===== src/fb_dirty_range_to_rects_top_defines.svh =====
// Assertion macros shared by the dirty-range rectangle generator.
`ifndef FB_DIRTY_RANGE_TO_RECTS_TOP_DEFINES_SVH
`define FB_DIRTY_RANGE_TO_RECTS_TOP_DEFINES_SVH
`ifndef SYNTHESIS
// Generic form: explicit clock and active-low reset.
`define FBDR_ASSERT_CLK(lbl, clk, rst_n, prop) \
  lbl: assert property (@(posedge clk) disable iff (!rst_n) prop) \
    else $error("fbdr assertion failed");
// Short form for modules clocked by clk_i and reset by rst_ni.
`define FBDR_ASSERT(lbl, prop) `FBDR_ASSERT_CLK(lbl, clk_i, rst_ni, prop)
`else
`define FBDR_ASSERT_CLK(lbl, clk, rst_n, prop)
`define FBDR_ASSERT(lbl, prop)
`endif
`endif


===== src/fbdr_pkg.sv =====
// Shared types, widths, codes and helpers for the dirty-range rectangle generator.
`default_nettype none

package fbdr_pkg;

  // Store geometry
  localparam int PAGES           = 2;
  localparam int PAGE_W          = $clog2(PAGES);
  localparam int BYTES_PER_PIXEL = 4;
  localparam int BPP_SHIFT       = $clog2(BYTES_PER_PIXEL);
  localparam int BPP_DEPTH       = 32;

  // Field widths
  localparam int CMD_W      = 2;
  localparam int STAT_W     = 2;
  localparam int RES_W      = 13;
  localparam int PITCH_W    = 14;
  localparam int OFF_W      = 28;
  localparam int CNT_W      = 29;
  localparam int ARG_W      = 32;
  localparam int PB_BYTES_W = PITCH_W + BPP_SHIFT;       // pitch in bytes
  localparam int PAGEB_W    = PB_BYTES_W + RES_W;        // bytes per page
  localparam int TOT_W      = PAGEB_W + PAGE_W;          // bytes in whole store
  localparam int COL_W      = PB_BYTES_W + 1;            // byte column incl. end

  // Row divider: quotient is a row number below v_res
  localparam int DIV_STEPS  = RES_W;
  localparam int DIV_CNT_W  = $clog2(DIV_STEPS);

  // Config port
  localparam int CFG_IDX_W  = 2;
  localparam int CFG_DATA_W = PITCH_W;
  localparam logic [CFG_IDX_W-1:0] CFG_H_RES = CFG_IDX_W'(0);
  localparam logic [CFG_IDX_W-1:0] CFG_V_RES = CFG_IDX_W'(1);
  localparam logic [CFG_IDX_W-1:0] CFG_PITCH = CFG_IDX_W'(2);
  localparam logic [RES_W-1:0]   H_RES_RST = RES_W'(1024);
  localparam logic [RES_W-1:0]   V_RES_RST = RES_W'(768);
  localparam logic [PITCH_W-1:0] PITCH_RST = PITCH_W'(1024);

  // Commands and status codes
  localparam logic [CMD_W-1:0] CMD_WRITE = CMD_W'(0);
  localparam logic [CMD_W-1:0] CMD_SET   = CMD_W'(1);
  localparam logic [CMD_W-1:0] CMD_PAN   = CMD_W'(2);

  localparam logic [STAT_W-1:0] ST_OK      = STAT_W'(0);
  localparam logic [STAT_W-1:0] ST_INVAL   = STAT_W'(1);
  localparam logic [STAT_W-1:0] ST_UNKNOWN = STAT_W'(2);

  // Rectangle slots per item
  localparam int NUM_SLOTS  = 3;
  localparam int SLOT_IDX_W = $clog2(NUM_SLOTS);

  typedef struct packed {
    logic             valid;
    logic [RES_W-1:0] x1;
    logic [RES_W-1:0] y1;
    logic [RES_W-1:0] x2;
    logic [RES_W-1:0] y2;
  } rect_t;

  // Controller -> datapath
  typedef struct packed {
    logic                  load_in;
    logic                  mul;
    logic                  pre1;
    logic                  pre2;
    logic                  pre3;
    logic                  pre4;      // also loads divider with first-byte offset
    logic                  div_load2; // saves first quotient, loads last-byte offset
    logic                  div_step;
    logic                  build;
    logic                  out_load;
    logic                  out_empty;
    logic                  out_last;
    logic [SLOT_IDX_W-1:0] out_slot;
  } dp_ctl_t;

  // Datapath -> controller
  typedef struct packed {
    logic                 hit;
    logic [NUM_SLOTS-1:0] slot_valid;
    logic                 out_free;
  } dp_sts_t;

  // One partial scan line given as a byte span [bx1, bx2) of the row.
  function automatic rect_t byte_row(input logic [RES_W-1:0] row,
                                     input logic [COL_W-1:0] bx1,
                                     input logic [COL_W-1:0] bx2,
                                     input logic [RES_W-1:0] h_res);
    logic [COL_W-1:0] vis;
    logic [COL_W-1:0] b2;
    logic [COL_W-1:0] rnd;
    rect_t            r;
    vis     = COL_W'(h_res) << BPP_SHIFT;
    b2      = (bx2 < vis) ? bx2 : vis;
    rnd     = b2 + COL_W'(BYTES_PER_PIXEL - 1);
    r.valid = (bx1 < vis) && (bx1 < b2);
    r.x1    = bx1[BPP_SHIFT +: RES_W];
    r.x2    = rnd[BPP_SHIFT +: RES_W];
    r.y1    = row;
    r.y2    = row + RES_W'(1);
    return r;
  endfunction

endpackage

`default_nettype wire


===== src/fbdr_ctrl.sv =====
// Sequencer: steps one command through setup, row division, build and emission.
`default_nettype none

module fbdr_ctrl (
  input  wire                clk_i,
  input  wire                rst_ni,
  input  wire                in_valid_i,
  output logic               in_ready_o,
  input  fbdr_pkg::dp_sts_t  sts_i,
  output fbdr_pkg::dp_ctl_t  ctl_o
);

`include "fb_dirty_range_to_rects_top_defines.svh"

  localparam logic [3:0] S_IDLE  = 4'd0;
  localparam logic [3:0] S_MUL   = 4'd1;
  localparam logic [3:0] S_PRE1  = 4'd2;
  localparam logic [3:0] S_PRE2  = 4'd3;
  localparam logic [3:0] S_PRE3  = 4'd4;
  localparam logic [3:0] S_PRE4  = 4'd5;
  localparam logic [3:0] S_DIV1  = 4'd6;
  localparam logic [3:0] S_LOAD2 = 4'd7;
  localparam logic [3:0] S_DIV2  = 4'd8;
  localparam logic [3:0] S_BUILD = 4'd9;
  localparam logic [3:0] S_MASK  = 4'd10;
  localparam logic [3:0] S_EMIT  = 4'd11;

  logic [3:0]                         state_q, state_d;
  logic [fbdr_pkg::DIV_CNT_W-1:0]     cnt_q, cnt_d;
  logic [fbdr_pkg::NUM_SLOTS-1:0]     mask_q, mask_d;
  logic [fbdr_pkg::NUM_SLOTS-1:0]     rest;
  logic [fbdr_pkg::SLOT_IDX_W-1:0]    sel;
  logic                               cnt_end;

  assign cnt_end = (cnt_q == fbdr_pkg::DIV_CNT_W'(fbdr_pkg::DIV_STEPS - 1));

  // lowest pending slot first; clear lowest set bit
  always_comb begin
    sel = '0;
    for (int i = fbdr_pkg::NUM_SLOTS - 1; i >= 0; i--) begin
      if (mask_q[i]) sel = fbdr_pkg::SLOT_IDX_W'(i);
    end
  end
  assign rest = mask_q & (mask_q - fbdr_pkg::NUM_SLOTS'(1));

  always_comb begin
    state_d    = state_q;
    cnt_d      = cnt_q;
    mask_d     = mask_q;
    ctl_o      = '0;
    in_ready_o = 1'b0;
    case (state_q)
      S_IDLE: begin
        in_ready_o = 1'b1;
        if (in_valid_i) begin
          ctl_o.load_in = 1'b1;
          state_d       = S_MUL;
        end
      end
      S_MUL: begin
        ctl_o.mul = 1'b1;
        state_d   = S_PRE1;
      end
      S_PRE1: begin
        ctl_o.pre1 = 1'b1;
        state_d    = S_PRE2;
      end
      S_PRE2: begin
        ctl_o.pre2 = 1'b1;
        state_d    = S_PRE3;
      end
      S_PRE3: begin
        ctl_o.pre3 = 1'b1;
        state_d    = S_PRE4;
      end
      S_PRE4: begin
        ctl_o.pre4 = 1'b1;
        cnt_d      = '0;
        state_d    = S_DIV1;
      end
      S_DIV1: begin
        if (!sts_i.hit) begin
          state_d = S_BUILD;
        end else begin
          ctl_o.div_step = 1'b1;
          cnt_d          = cnt_q + fbdr_pkg::DIV_CNT_W'(1);
          if (cnt_end) state_d = S_LOAD2;
        end
      end
      S_LOAD2: begin
        ctl_o.div_load2 = 1'b1;
        cnt_d           = '0;
        state_d         = S_DIV2;
      end
      S_DIV2: begin
        ctl_o.div_step = 1'b1;
        cnt_d          = cnt_q + fbdr_pkg::DIV_CNT_W'(1);
        if (cnt_end) state_d = S_BUILD;
      end
      S_BUILD: begin
        ctl_o.build = 1'b1;
        state_d     = S_MASK;
      end
      S_MASK: begin
        mask_d  = sts_i.slot_valid;
        state_d = S_EMIT;
      end
      S_EMIT: begin
        if (sts_i.out_free) begin
          ctl_o.out_load = 1'b1;
          if (mask_q == '0) begin
            ctl_o.out_empty = 1'b1;
            ctl_o.out_last  = 1'b1;
            state_d         = S_IDLE;
          end else begin
            ctl_o.out_slot = sel;
            ctl_o.out_last = (rest == '0);
            mask_d         = rest;
            if (rest == '0) state_d = S_IDLE;
          end
        end
      end
      default: begin
        state_d = S_IDLE;
      end
    endcase
  end

  always_ff @(posedge clk_i or negedge rst_ni) begin
    if (!rst_ni) begin
      state_q <= S_IDLE;
      cnt_q   <= '0;
      mask_q  <= '0;
    end else begin
      state_q <= state_d;
      cnt_q   <= cnt_d;
      mask_q  <= mask_d;
    end
  end

  `FBDR_ASSERT(a_accept_busy, (in_valid_i && in_ready_o) |=> !in_ready_o)
  `FBDR_ASSERT(a_div_cnt_range, (state_q == S_DIV2) |-> (cnt_q <= fbdr_pkg::DIV_CNT_W'(fbdr_pkg::DIV_STEPS - 1)))
  `FBDR_ASSERT(a_mask_only_emit, (state_q != S_EMIT) |-> (mask_q == '0))

endmodule

`default_nettype wire


===== src/fbdr_dp.sv =====
// Datapath: config, page arithmetic, shared row divider, rectangle slots, output register.
`default_nettype none

module fbdr_dp (
  input  wire                                 clk_i,
  input  wire                                 rst_ni,
  input  wire                                 cfg_we_i,
  input  wire  [fbdr_pkg::CFG_IDX_W-1:0]      cfg_index_i,
  input  wire  [fbdr_pkg::CFG_DATA_W-1:0]     cfg_data_i,
  input  wire  [fbdr_pkg::CMD_W-1:0]          cmd_i,
  input  wire  [fbdr_pkg::OFF_W-1:0]          byte_offset_i,
  input  wire  [fbdr_pkg::CNT_W-1:0]          byte_count_i,
  input  wire  [fbdr_pkg::ARG_W-1:0]          y_offset_i,
  input  wire  [fbdr_pkg::ARG_W-1:0]          x_offset_i,
  input  wire  [fbdr_pkg::ARG_W-1:0]          bits_per_pixel_i,
  input  fbdr_pkg::dp_ctl_t                   ctl_i,
  output fbdr_pkg::dp_sts_t                   sts_o,
  input  wire                                 out_ready_i,
  output logic                                out_valid_o,
  output logic [fbdr_pkg::STAT_W-1:0]         status_o,
  output logic [fbdr_pkg::CNT_W-1:0]          accepted_bytes_o,
  output logic                                shown_page_o,
  output logic                                rect_valid_o,
  output logic                                rect_page_o,
  output logic [fbdr_pkg::RES_W-1:0]          x_start_o,
  output logic [fbdr_pkg::RES_W-1:0]          y_start_o,
  output logic [fbdr_pkg::RES_W-1:0]          x_end_o,
  output logic [fbdr_pkg::RES_W-1:0]          y_end_o,
  output logic                                last_o
);

`include "fb_dirty_range_to_rects_top_defines.svh"

  localparam int RES_W   = fbdr_pkg::RES_W;
  localparam int PAGEB_W = fbdr_pkg::PAGEB_W;
  localparam int TOT_W   = fbdr_pkg::TOT_W;
  localparam int ARG_W   = fbdr_pkg::ARG_W;
  localparam int PAGE_W  = fbdr_pkg::PAGE_W;
  localparam int COL_W   = fbdr_pkg::COL_W;
  localparam int PBB_W   = fbdr_pkg::PB_BYTES_W;

  // config and page state
  logic [RES_W-1:0]              h_res_q, v_res_q;
  logic [fbdr_pkg::PITCH_W-1:0]  pitch_q;
  logic [PAGE_W-1:0]             shown_q;

  // captured item
  logic [fbdr_pkg::CMD_W-1:0]    cmd_q;
  logic [fbdr_pkg::OFF_W-1:0]    boff_q;
  logic [fbdr_pkg::CNT_W-1:0]    bcnt_q;
  logic [ARG_W-1:0]              yoff_q, xoff_q, bpp_q;

  // setup pipeline
  logic [PBB_W-1:0]              pbytes;
  logic [PAGEB_W-1:0]            page_q, page_d;
  logic [TOT_W-1:0]              total_q, total_d, as_q, as_d, ae_q, ae_d, end_q, end_d;
  logic [TOT_W-1:0]              boff_ext, room, ds, de;
  logic [ARG_W-1:0]              vres_pages;
  logic                          arg_bad, bad_q, bad_d, in_store;
  logic [PAGE_W-1:0]             newpage_q, newpage_d;
  logic [fbdr_pkg::CNT_W-1:0]    accepted_q, accepted_d;
  logic                          below_q, nz_q, hit_q, hit_d;
  logic [PAGEB_W-1:0]            off_d, lastb_q, lastb_d;
  logic                          is_setpan;

  // row divider
  logic [PAGEB_W-1:0]            rem_q, dsr_q, dsr_init;
  logic [RES_W-1:0]              quo_q;
  logic                          ge;
  logic [RES_W-1:0]              rs_q;
  logic [PBB_W-1:0]              sx_q;

  // rectangle slots
  fbdr_pkg::rect_t               slot_q [fbdr_pkg::NUM_SLOTS];
  fbdr_pkg::rect_t               slot_d [fbdr_pkg::NUM_SLOTS];
  logic [fbdr_pkg::STAT_W-1:0]   status_q, status_d;
  logic [COL_W-1:0]              ex, sx_ext, pb_ext;
  logic [RES_W:0]                rs1;
  fbdr_pkg::rect_t               pick;

  assign pbytes   = PBB_W'(pitch_q) << fbdr_pkg::BPP_SHIFT;
  assign boff_ext = TOT_W'(boff_q);
  assign is_setpan = (cmd_q == fbdr_pkg::CMD_SET) || (cmd_q == fbdr_pkg::CMD_PAN);

  // ---- config and shown page
  always_ff @(posedge clk_i or negedge rst_ni) begin
    if (!rst_ni) begin
      h_res_q <= fbdr_pkg::H_RES_RST;
      v_res_q <= fbdr_pkg::V_RES_RST;
      pitch_q <= fbdr_pkg::PITCH_RST;
      shown_q <= '0;
    end else begin
      if (cfg_we_i) begin
        case (cfg_index_i)
          fbdr_pkg::CFG_H_RES: h_res_q <= cfg_data_i[RES_W-1:0];
          fbdr_pkg::CFG_V_RES: v_res_q <= cfg_data_i[RES_W-1:0];
          fbdr_pkg::CFG_PITCH: pitch_q <= cfg_data_i[fbdr_pkg::PITCH_W-1:0];
          default: ;
        endcase
      end
      if (ctl_i.build && is_setpan && !bad_q) shown_q <= newpage_q;
    end
  end

  // ---- setup arithmetic
  assign page_d = PAGEB_W'(pbytes) * PAGEB_W'(v_res_q);

  always_comb begin
    total_d    = TOT_W'(page_q) * TOT_W'(fbdr_pkg::PAGES);
    as_d       = TOT_W'(page_q) * TOT_W'(shown_q);
    vres_pages = ARG_W'(v_res_q) * ARG_W'(fbdr_pkg::PAGES);
    arg_bad    = (cmd_q == fbdr_pkg::CMD_SET) ?
                 ((bpp_q != '0) && (bpp_q != ARG_W'(fbdr_pkg::BPP_DEPTH))) :
                 (xoff_q != '0);
    bad_d      = arg_bad || (v_res_q == '0) || (yoff_q >= vres_pages);
    newpage_d  = '0;
    for (int k = 1; k < fbdr_pkg::PAGES; k++) begin
      if (yoff_q >= ARG_W'(v_res_q) * ARG_W'(k)) newpage_d = PAGE_W'(k);
    end
  end

  always_comb begin
    in_store   = boff_ext < total_q;
    room       = total_q - boff_ext;
    ae_d       = as_q + TOT_W'(page_q);
    accepted_d = '0;
    if ((cmd_q == fbdr_pkg::CMD_WRITE) && in_store) begin
      accepted_d = (TOT_W'(bcnt_q) < room) ? bcnt_q : fbdr_pkg::CNT_W'(room);
    end
    end_d   = boff_ext + TOT_W'(accepted_q);
    hit_d   = below_q && nz_q && (end_q > as_q);
    ds      = (boff_ext > as_q) ? boff_ext : as_q;
    de      = (end_q < ae_q) ? end_q : ae_q;
    off_d   = PAGEB_W'(ds - as_q);
    lastb_d = PAGEB_W'(de - as_q - TOT_W'(1));
  end

  always_ff @(posedge clk_i) begin
    if (ctl_i.load_in) begin
      cmd_q  <= cmd_i;
      boff_q <= byte_offset_i;
      bcnt_q <= byte_count_i;
      yoff_q <= y_offset_i;
      xoff_q <= x_offset_i;
      bpp_q  <= bits_per_pixel_i;
    end
    if (ctl_i.mul) page_q <= page_d;
    if (ctl_i.pre1) begin
      total_q   <= total_d;
      as_q      <= as_d;
      bad_q     <= bad_d;
      newpage_q <= newpage_d;
    end
    if (ctl_i.pre2) begin
      ae_q       <= ae_d;
      accepted_q <= accepted_d;
    end
    if (ctl_i.pre3) begin
      end_q   <= end_d;
      below_q <= boff_ext < ae_q;
      nz_q    <= accepted_q != '0;
    end
    if (ctl_i.pre4) lastb_q <= lastb_d;
  end

  always_ff @(posedge clk_i or negedge rst_ni) begin
    if (!rst_ni) begin
      hit_q <= 1'b0;
    end else if (ctl_i.pre4) begin
      hit_q <= hit_d;
    end
  end

  // ---- restoring divider by pitch bytes, one quotient bit per step
  assign dsr_init = PAGEB_W'(pbytes) << (fbdr_pkg::DIV_STEPS - 1);
  assign ge       = rem_q >= dsr_q;

  always_ff @(posedge clk_i) begin
    if (ctl_i.pre4) begin
      rem_q <= off_d;
      dsr_q <= dsr_init;
      quo_q <= '0;
    end else if (ctl_i.div_load2) begin
      rs_q  <= quo_q;
      sx_q  <= rem_q[PBB_W-1:0];
      rem_q <= lastb_q;
      dsr_q <= dsr_init;
      quo_q <= '0;
    end else if (ctl_i.div_step) begin
      rem_q <= ge ? (rem_q - dsr_q) : rem_q;
      quo_q <= {quo_q[RES_W-2:0], ge};
      dsr_q <= dsr_q >> 1;
    end
  end

  // ---- rectangle build: quo_q/rem_q now hold last row and its column
  always_comb begin
    ex     = COL_W'(rem_q[PBB_W-1:0]) + COL_W'(1);
    sx_ext = COL_W'(sx_q);
    pb_ext = COL_W'(pbytes);
    rs1    = {1'b0, rs_q} + (RES_W + 1)'(1);
    for (int i = 0; i < fbdr_pkg::NUM_SLOTS; i++) slot_d[i] = '0;
    status_d = fbdr_pkg::ST_UNKNOWN;
    case (cmd_q)
      fbdr_pkg::CMD_WRITE: status_d = fbdr_pkg::ST_OK;
      fbdr_pkg::CMD_SET,
      fbdr_pkg::CMD_PAN:   status_d = bad_q ? fbdr_pkg::ST_INVAL : fbdr_pkg::ST_OK;
      default:             status_d = fbdr_pkg::ST_UNKNOWN;
    endcase
    if (hit_q) begin
      if (rs_q == quo_q) begin
        slot_d[0] = fbdr_pkg::byte_row(rs_q, sx_ext, ex, h_res_q);
      end else begin
        slot_d[0]       = fbdr_pkg::byte_row(rs_q, sx_ext, pb_ext, h_res_q);
        slot_d[1].valid = (rs1 < {1'b0, quo_q}) && (h_res_q != '0);
        slot_d[1].x1    = '0;
        slot_d[1].y1    = rs1[RES_W-1:0];
        slot_d[1].x2    = h_res_q;
        slot_d[1].y2    = quo_q;
        slot_d[2]       = fbdr_pkg::byte_row(quo_q, '0, ex, h_res_q);
      end
    end else if (is_setpan && !bad_q) begin
      slot_d[0].valid = h_res_q != '0;
      slot_d[0].x1    = '0;
      slot_d[0].y1    = '0;
      slot_d[0].x2    = h_res_q;
      slot_d[0].y2    = v_res_q;
    end
  end

  always_ff @(posedge clk_i) begin
    if (ctl_i.build) begin
      status_q <= status_d;
      for (int i = 0; i < fbdr_pkg::NUM_SLOTS; i++) slot_q[i] <= slot_d[i];
    end
  end

  always_comb begin
    for (int i = 0; i < fbdr_pkg::NUM_SLOTS; i++) sts_o.slot_valid[i] = slot_q[i].valid;
  end
  assign sts_o.hit      = hit_q;
  assign sts_o.out_free = !out_valid_o || out_ready_i;

  // ---- output register
  assign pick = slot_q[ctl_i.out_slot];

  always_ff @(posedge clk_i or negedge rst_ni) begin
    if (!rst_ni) begin
      out_valid_o <= 1'b0;
    end else if (ctl_i.out_load) begin
      out_valid_o <= 1'b1;
    end else if (out_ready_i) begin
      out_valid_o <= 1'b0;
    end
  end

  always_ff @(posedge clk_i) begin
    if (ctl_i.out_load) begin
      status_o         <= status_q;
      accepted_bytes_o <= accepted_q;
      shown_page_o     <= shown_q[0];
      last_o           <= ctl_i.out_last;
      if (ctl_i.out_empty) begin
        rect_valid_o <= 1'b0;
        rect_page_o  <= 1'b0;
        x_start_o    <= '0;
        y_start_o    <= '0;
        x_end_o      <= '0;
        y_end_o      <= '0;
      end else begin
        rect_valid_o <= 1'b1;
        rect_page_o  <= shown_q[0];
        x_start_o    <= pick.x1;
        y_start_o    <= pick.y1;
        x_end_o      <= pick.x2;
        y_end_o      <= pick.y2;
      end
    end
  end

  `FBDR_ASSERT(a_page_range, {1'b0, shown_q} < (PAGE_W + 1)'(fbdr_pkg::PAGES))
  `FBDR_ASSERT(a_rows_ordered, (ctl_i.build && hit_q) |-> (rs_q <= quo_q))

endmodule

`default_nettype wire


===== src/fb_dirty_range_to_rects_top.sv =====
// Top level of the framebuffer dirty-range to present-rectangle generator.
//
//   channel  dir  handshake               payload
//   -------  ---  ----------------------  ---------------------------------------------
//   in       in   in_valid_i/in_ready_o   cmd, byte_offset, byte_count, y/x_offset, bpp
//   out      out  out_valid_o/out_ready_i status, accepted_bytes, shown_page, rect, last
//   cfg      in   cfg_we_i (no wait)      cfg_index_i, cfg_data_i (h_res, v_res, pitch)
//
// Timing: one item at a time. A write whose range hits the shown page runs the
//   shared restoring divider, 13 steps for the first row/column and 13 for the
//   last, and then emits one to three results; other commands skip the divider.
//   Back-pressure on out stretches the emit phase only.
// Reset: asynchronous, active low; restores h_res 1024, v_res 768, pitch 1024,
//   page 0 shown, output empty.
// The output register decouples the sides: the next item is taken while the last
//   result of the previous one still waits on out.
`default_nettype none

module fb_dirty_range_to_rects_top (
  input  wire                             clk_i,
  input  wire                             rst_ni,
  // config write port
  input  wire                             cfg_we_i,
  input  wire  [fbdr_pkg::CFG_IDX_W-1:0]  cfg_index_i,
  input  wire  [fbdr_pkg::CFG_DATA_W-1:0] cfg_data_i,
  // command items
  input  wire                             in_valid_i,
  output logic                            in_ready_o,
  input  wire  [fbdr_pkg::CMD_W-1:0]      cmd_i,
  input  wire  [fbdr_pkg::OFF_W-1:0]      byte_offset_i,
  input  wire  [fbdr_pkg::CNT_W-1:0]      byte_count_i,
  input  wire  [fbdr_pkg::ARG_W-1:0]      y_offset_i,
  input  wire  [fbdr_pkg::ARG_W-1:0]      x_offset_i,
  input  wire  [fbdr_pkg::ARG_W-1:0]      bits_per_pixel_i,
  // result items
  output logic                            out_valid_o,
  input  wire                             out_ready_i,
  output logic [fbdr_pkg::STAT_W-1:0]     status_o,
  output logic [fbdr_pkg::CNT_W-1:0]      accepted_bytes_o,
  output logic                            shown_page_o,
  output logic                            rect_valid_o,
  output logic                            rect_page_o,
  output logic [fbdr_pkg::RES_W-1:0]      x_start_o,
  output logic [fbdr_pkg::RES_W-1:0]      y_start_o,
  output logic [fbdr_pkg::RES_W-1:0]      x_end_o,
  output logic [fbdr_pkg::RES_W-1:0]      y_end_o,
  output logic                            last_o
);

  fbdr_pkg::dp_ctl_t ctl;
  fbdr_pkg::dp_sts_t sts;

  // Controller: idle -> page multiply -> four setup steps (store bounds, accepted
  // bytes, page intersection, in-page offsets) -> row divisions -> build -> mask -> emit.
  fbdr_ctrl u_ctrl (
    .clk_i      (clk_i),
    .rst_ni     (rst_ni),
    .in_valid_i (in_valid_i),
    .in_ready_o (in_ready_o),
    .sts_i      (sts),
    .ctl_o      (ctl)
  );

  // Datapath: config registers, shown page, setup arithmetic, divider, the three
  // rectangle slots (first partial row, middle block, last partial row) and the
  // output register.
  fbdr_dp u_dp (
    .clk_i            (clk_i),
    .rst_ni           (rst_ni),
    .cfg_we_i         (cfg_we_i),
    .cfg_index_i      (cfg_index_i),
    .cfg_data_i       (cfg_data_i),
    .cmd_i            (cmd_i),
    .byte_offset_i    (byte_offset_i),
    .byte_count_i     (byte_count_i),
    .y_offset_i       (y_offset_i),
    .x_offset_i       (x_offset_i),
    .bits_per_pixel_i (bits_per_pixel_i),
    .ctl_i            (ctl),
    .sts_o            (sts),
    .out_ready_i      (out_ready_i),
    .out_valid_o      (out_valid_o),
    .status_o         (status_o),
    .accepted_bytes_o (accepted_bytes_o),
    .shown_page_o     (shown_page_o),
    .rect_valid_o     (rect_valid_o),
    .rect_page_o      (rect_page_o),
    .x_start_o        (x_start_o),
    .y_start_o        (y_start_o),
    .x_end_o          (x_end_o),
    .y_end_o          (y_end_o),
    .last_o           (last_o)
  );

endmodule

`default_nettype wire


===== config.mk =====
export PLATFORM = sky130hd
export DESIGN_NAME = fb_dirty_range_to_rects_top
export DESIGN_NICKNAME = d
export VERILOG_FILES = /design/src/fbdr_pkg.sv /design/src/fbdr_ctrl.sv /design/src/fbdr_dp.sv /design/src/fb_dirty_range_to_rects_top.sv
export VERILOG_INCLUDE_DIRS = /design/src /design/src/src
export SDC_FILE = /design/constraint.sdc
export NUM_CORES = 2
export LEC_CHECK = 0
export BUFFER_PORTS_ARGS = -buffer_cell sky130_fd_sc_hd__buf_2
export CORE_MARGIN = 5
export CORE_UTILIZATION = 45
export DETAILED_ROUTE_END_ITERATION = 10
export SYNTH_ARGS = -nofsm -noshare
export SYNTH_HDL_FRONTEND = slang
export SYNTH_SLANG_ARGS = --single-unit
export TNS_END_PERCENT = 10

===== constraint.sdc =====
create_clock -name clk_i -period 9 [get_ports clk_i]
set_input_delay 0.9 -clock clk_i [delete_from_list [all_inputs] [get_ports clk_i]]
set_output_delay 0.9 -clock clk_i [all_outputs]
set_load 0.02 [all_outputs]

==> impl_metrics.json <==
{
  "cp.required_ps": 9410,
  "rows": 118,
  "powerDensity_nw_per_um2": 420,
  "fin_total_pwr_mw": 22.0,
  "cts-resized-gates": 0,
  "synth_edf_count": 636,
  "drive_gt1_share_pct": 11.4,
  "fin_area_um2": 52300,
  "synth_most_common_cell": "edfxtp_1",
  "final-instance-count-excl-fill": 5997,
  "critPathMaxStageDelay_ps": 800,
  "syn_inst": 4300,
  "fin_crit_ps": 6790,
  "ant_nets": 0,
  "crit_chain": "and2_1 > fa_1 > inv_1 > fa_1 > inv_1 > fa_1 > inv_1 > fa_1 > fa_1 > inv_1 > ha_1 > o21ai_0 > nor4b_1 > nor4_1 > o31ai_1 > o41ai_1 > o21ai_0 > o21ai_0 > nand2b_1 > a21oi_1 > xnor2_1",
  "finalCritPeriodShare_pct": 75.5,
  "hold_buffers": 0,
  "gp_congestion": 0.934,
  "grt_pass1_wl_um": 190000,
  "portBuffers": 263,
  "ys_types": 82,
  "crit_slowest_cell": "dfrtp_1",
  "dieArea_um2": 110000,
  "start_kind": "register",
  "dieHeight_um": 332,
  "grtUsageTotal_pct": 21.9,
  "cts_root_buffer": "clkbuf_16",
  "wl_per_cell_um": 20.5,
  "arrival_ps": 7210,
  "place_hpwl_um": 92100,
  "rsz0062_at_grt": "no",
  "hold_class": "in -> async",
  "maxCapViolCount": 0,
  "ys_seq_elements": 717,
  "grt_max_degree": 81,
  "antenna_found_initial": 4,
  "synth_fa_ha_area_share_pct": 18.7,
  "synth-xor-area-share_pct": 4.21,
  "final_nets": 5338,
  "cts_tree": "yes",
  "area_delta_synth_final_pct": 12.2,
  "first_global_vias": 32900,
  "crit_fanout": 18,
  "leakage_nw": 21.5,
  "ioPinCount": 265,
  "cts.htree.levels": 3,
  "finalSetupViolCount": 0,
  "netlist_area_um2": 46600,
  "finalHoldViolCount": 0,
  "ys_warn_count": 0,
  "initial_utilization_pct": 45.1,
  "critPathTopFamily": "adder cells",
  "dr.pass1.iters": 5,
  "critPathKind": "reg -> reg",
  "drc": 0,
  "worst_setup_path_end_kind": "register",
  "synth-seq-area-share_pct": 45.1,
  "crit_top_cell": "fa_1",
  "synth_top_family_by_area": "adder cells",
  "synth_largest_area_cell": "edfxtp_1",
  "grt.overflow.total": 0,
  "tightest_slew_ps": 1220,
  "synth_top_area_share_pct": 41.0,
  "status": "completed",
  "vdd_drop_max_uv": 793,
  "slew_viol_final": 0,
  "dp.cells": 5843,
  "synthMuxAreaShare_pct": 2.64,
  "yosys.area_share.simple_pct": 12.8,
  "routed_wirelength_um": 123000,
  "vias_per_cell": 5.53,
  "syn_avg_cell_area_um2": 10.8,
  "core_area_um2": 103000,
  "cts_setup_buffers": 0,
  "async_flop_share_pct": 7.53,
  "cts.sinks": 717,
  "drt_iter0_drc": 2247,
  "synth_compound_area_share_pct": 12.4,
  "relSlewSlack_pct": 16.4,
  "synth_common_cells": "edfxtp_1, ha_1, inv_1, nand2_1, a21oi_1",
  "synthFlopType": "edfxtp_1",
  "fmax_mhz": 147,
  "vias": 33200,
  "path_buf_inv": 4,
  "finalSetupTns_ps": 0,
  "dieWidth_um": 332,
  "clockBufferDepth": 3,
  "clk_latency_ps": 670,
  "path_clk_slew_ps": 60,
  "fillers": 9409,
  "fin_worst_skew_ps": 36.9,
  "place_area_um2": 49500,
  "synth.area.top_cells": "edfxtp_1, ha_1, fa_1",
  "cts_buffers": 83
}
==> state kept, by name (all words and copies together), names as in the netlist, 28 cells and up <==
register,flops
u_dp.accepted_bytes_o,29
u_dp.accepted_q,29
u_dp.ae_q,28
u_dp.bcnt_q,29
u_dp.boff_q,28
u_dp.bpp_q,31
u_dp.dsr_q,28
u_dp.end_q,30
u_dp.lastb_q,29
u_dp.rem_q,29
u_dp.slot_q,120
u_dp.xoff_q,32
u_dp.yoff_q,32
==> layout make-up <==
| type | instances | area [um2] | share of cell area, % |
|---|---|---|---|
| clock buffers | 106 | 2230 | 4.27 |
| multi-input cells | 3060 | 23700 | 45.3 |
| clock inverters | 47 | 559 | 1.07 |
| well taps | 1380 | 1730 | 3.30 |
| inverters | 384 | 1440 | 2.76 |
| repair buffers | 302 | 1610 | 3.08 |
| flip-flops and latches | 717 | 21000 | 40.2 |
| diodes | 1 | 2.50 | 0.00479 |
==> layer usage <==
| layer | track usage (%) | share of wire, % | vias up |
|---|---|---|---|
| met4 | 6.76 | 3.0 | 6 |
| li1 | - | - | 16000 |
| met5 | 0 | 0.045 | - |
| met1 | 30.1 | 45 | 16100 |
| met3 | 4.49 | 6.3 | 201 |
| met2 | 35.2 | 46 | 855 |
==> kinds of logic after synthesis <==
family	Yosys count
xor gates and xnor gates	223
and+or+nand+nor	1204
adders and majority gates	615
other	1
buffers and inverters	524
AOI/OAI and AO/OA	897
DFF	717
muxes	119
==> cells in the final DEF (no fill, tap or decap), types with 47 or more instances in the layout <==
cell       count
a211oi_1      62
nor2b_1       56
and2_1       142
dfrtp_1       50
clkbuf_16     84
xnor2_1      139
a21o_1       109
o21ai_0      192
nand2_1      367
buf_2        263
a21oi_1      254
nor2_1       245
xor2_1        83
edfxtp_1     636
ha_1         478
nand4_1       60
inv_1        382
nand3_1       68
mux2i_1       89
fa_1         136
o21a_1        47
==> through the flow <==
| stage | setup slack (ps) | hold slack [ps] | util, % |
|---|---|---|---|
| detailed placement | 2370 | 408 | 47.9 |
| global route | 1880 | 364 | 50.6 |
| finish | 2210 | 403 | 50.7 |
| CTS | 2340 | 348 | 50.6 |
| floorplan | 2590 | 400 | - |
| global placement | 2380 | 406 | 47.9 |
==> where the power goes <==
group | switching, mW | leakage, nW | total [mW] | internal (mW)
clock | 1.44 | 1.34 | 3.43 | 1.98
sequential | 0.681 | 6.70 | 5.76 | 5.08
combinational | 7.44 | 13.5 | 12.8 | 5.33
==> worst paths after layout <==
check | start | to | slack [ps] | cells past startpoint
min in group clk_i | byte_count_i[9] | u_dp.bcnt_q[9]$_DFFE_PP_ | 410 | 1
setup reg to reg | u_dp.v_res_q[3]$_DFFE_PN0P_ | u_dp.page_q[28]$_DFFE_PP_ | 2210 | 21
setup / recovery | u_dp.v_res_q[3]$_DFFE_PN0P_ | u_dp.page_q[28]$_DFFE_PP_ | 2210 | 21
hold / removal | rst_ni | u_dp.out_valid_o$_DFFE_PN0P_ | 400 | 2
max in group asynchronous | rst_ni | u_dp.h_res_q[11]$_DFFE_PN0P_ | 8010 | 2
hold reg to reg | u_dp.status_q[1]$_DFFE_PN_ | u_dp.status_o[1]$_DFFE_PP_ | 410 | 0
Power figures use the tool's default switching activity.
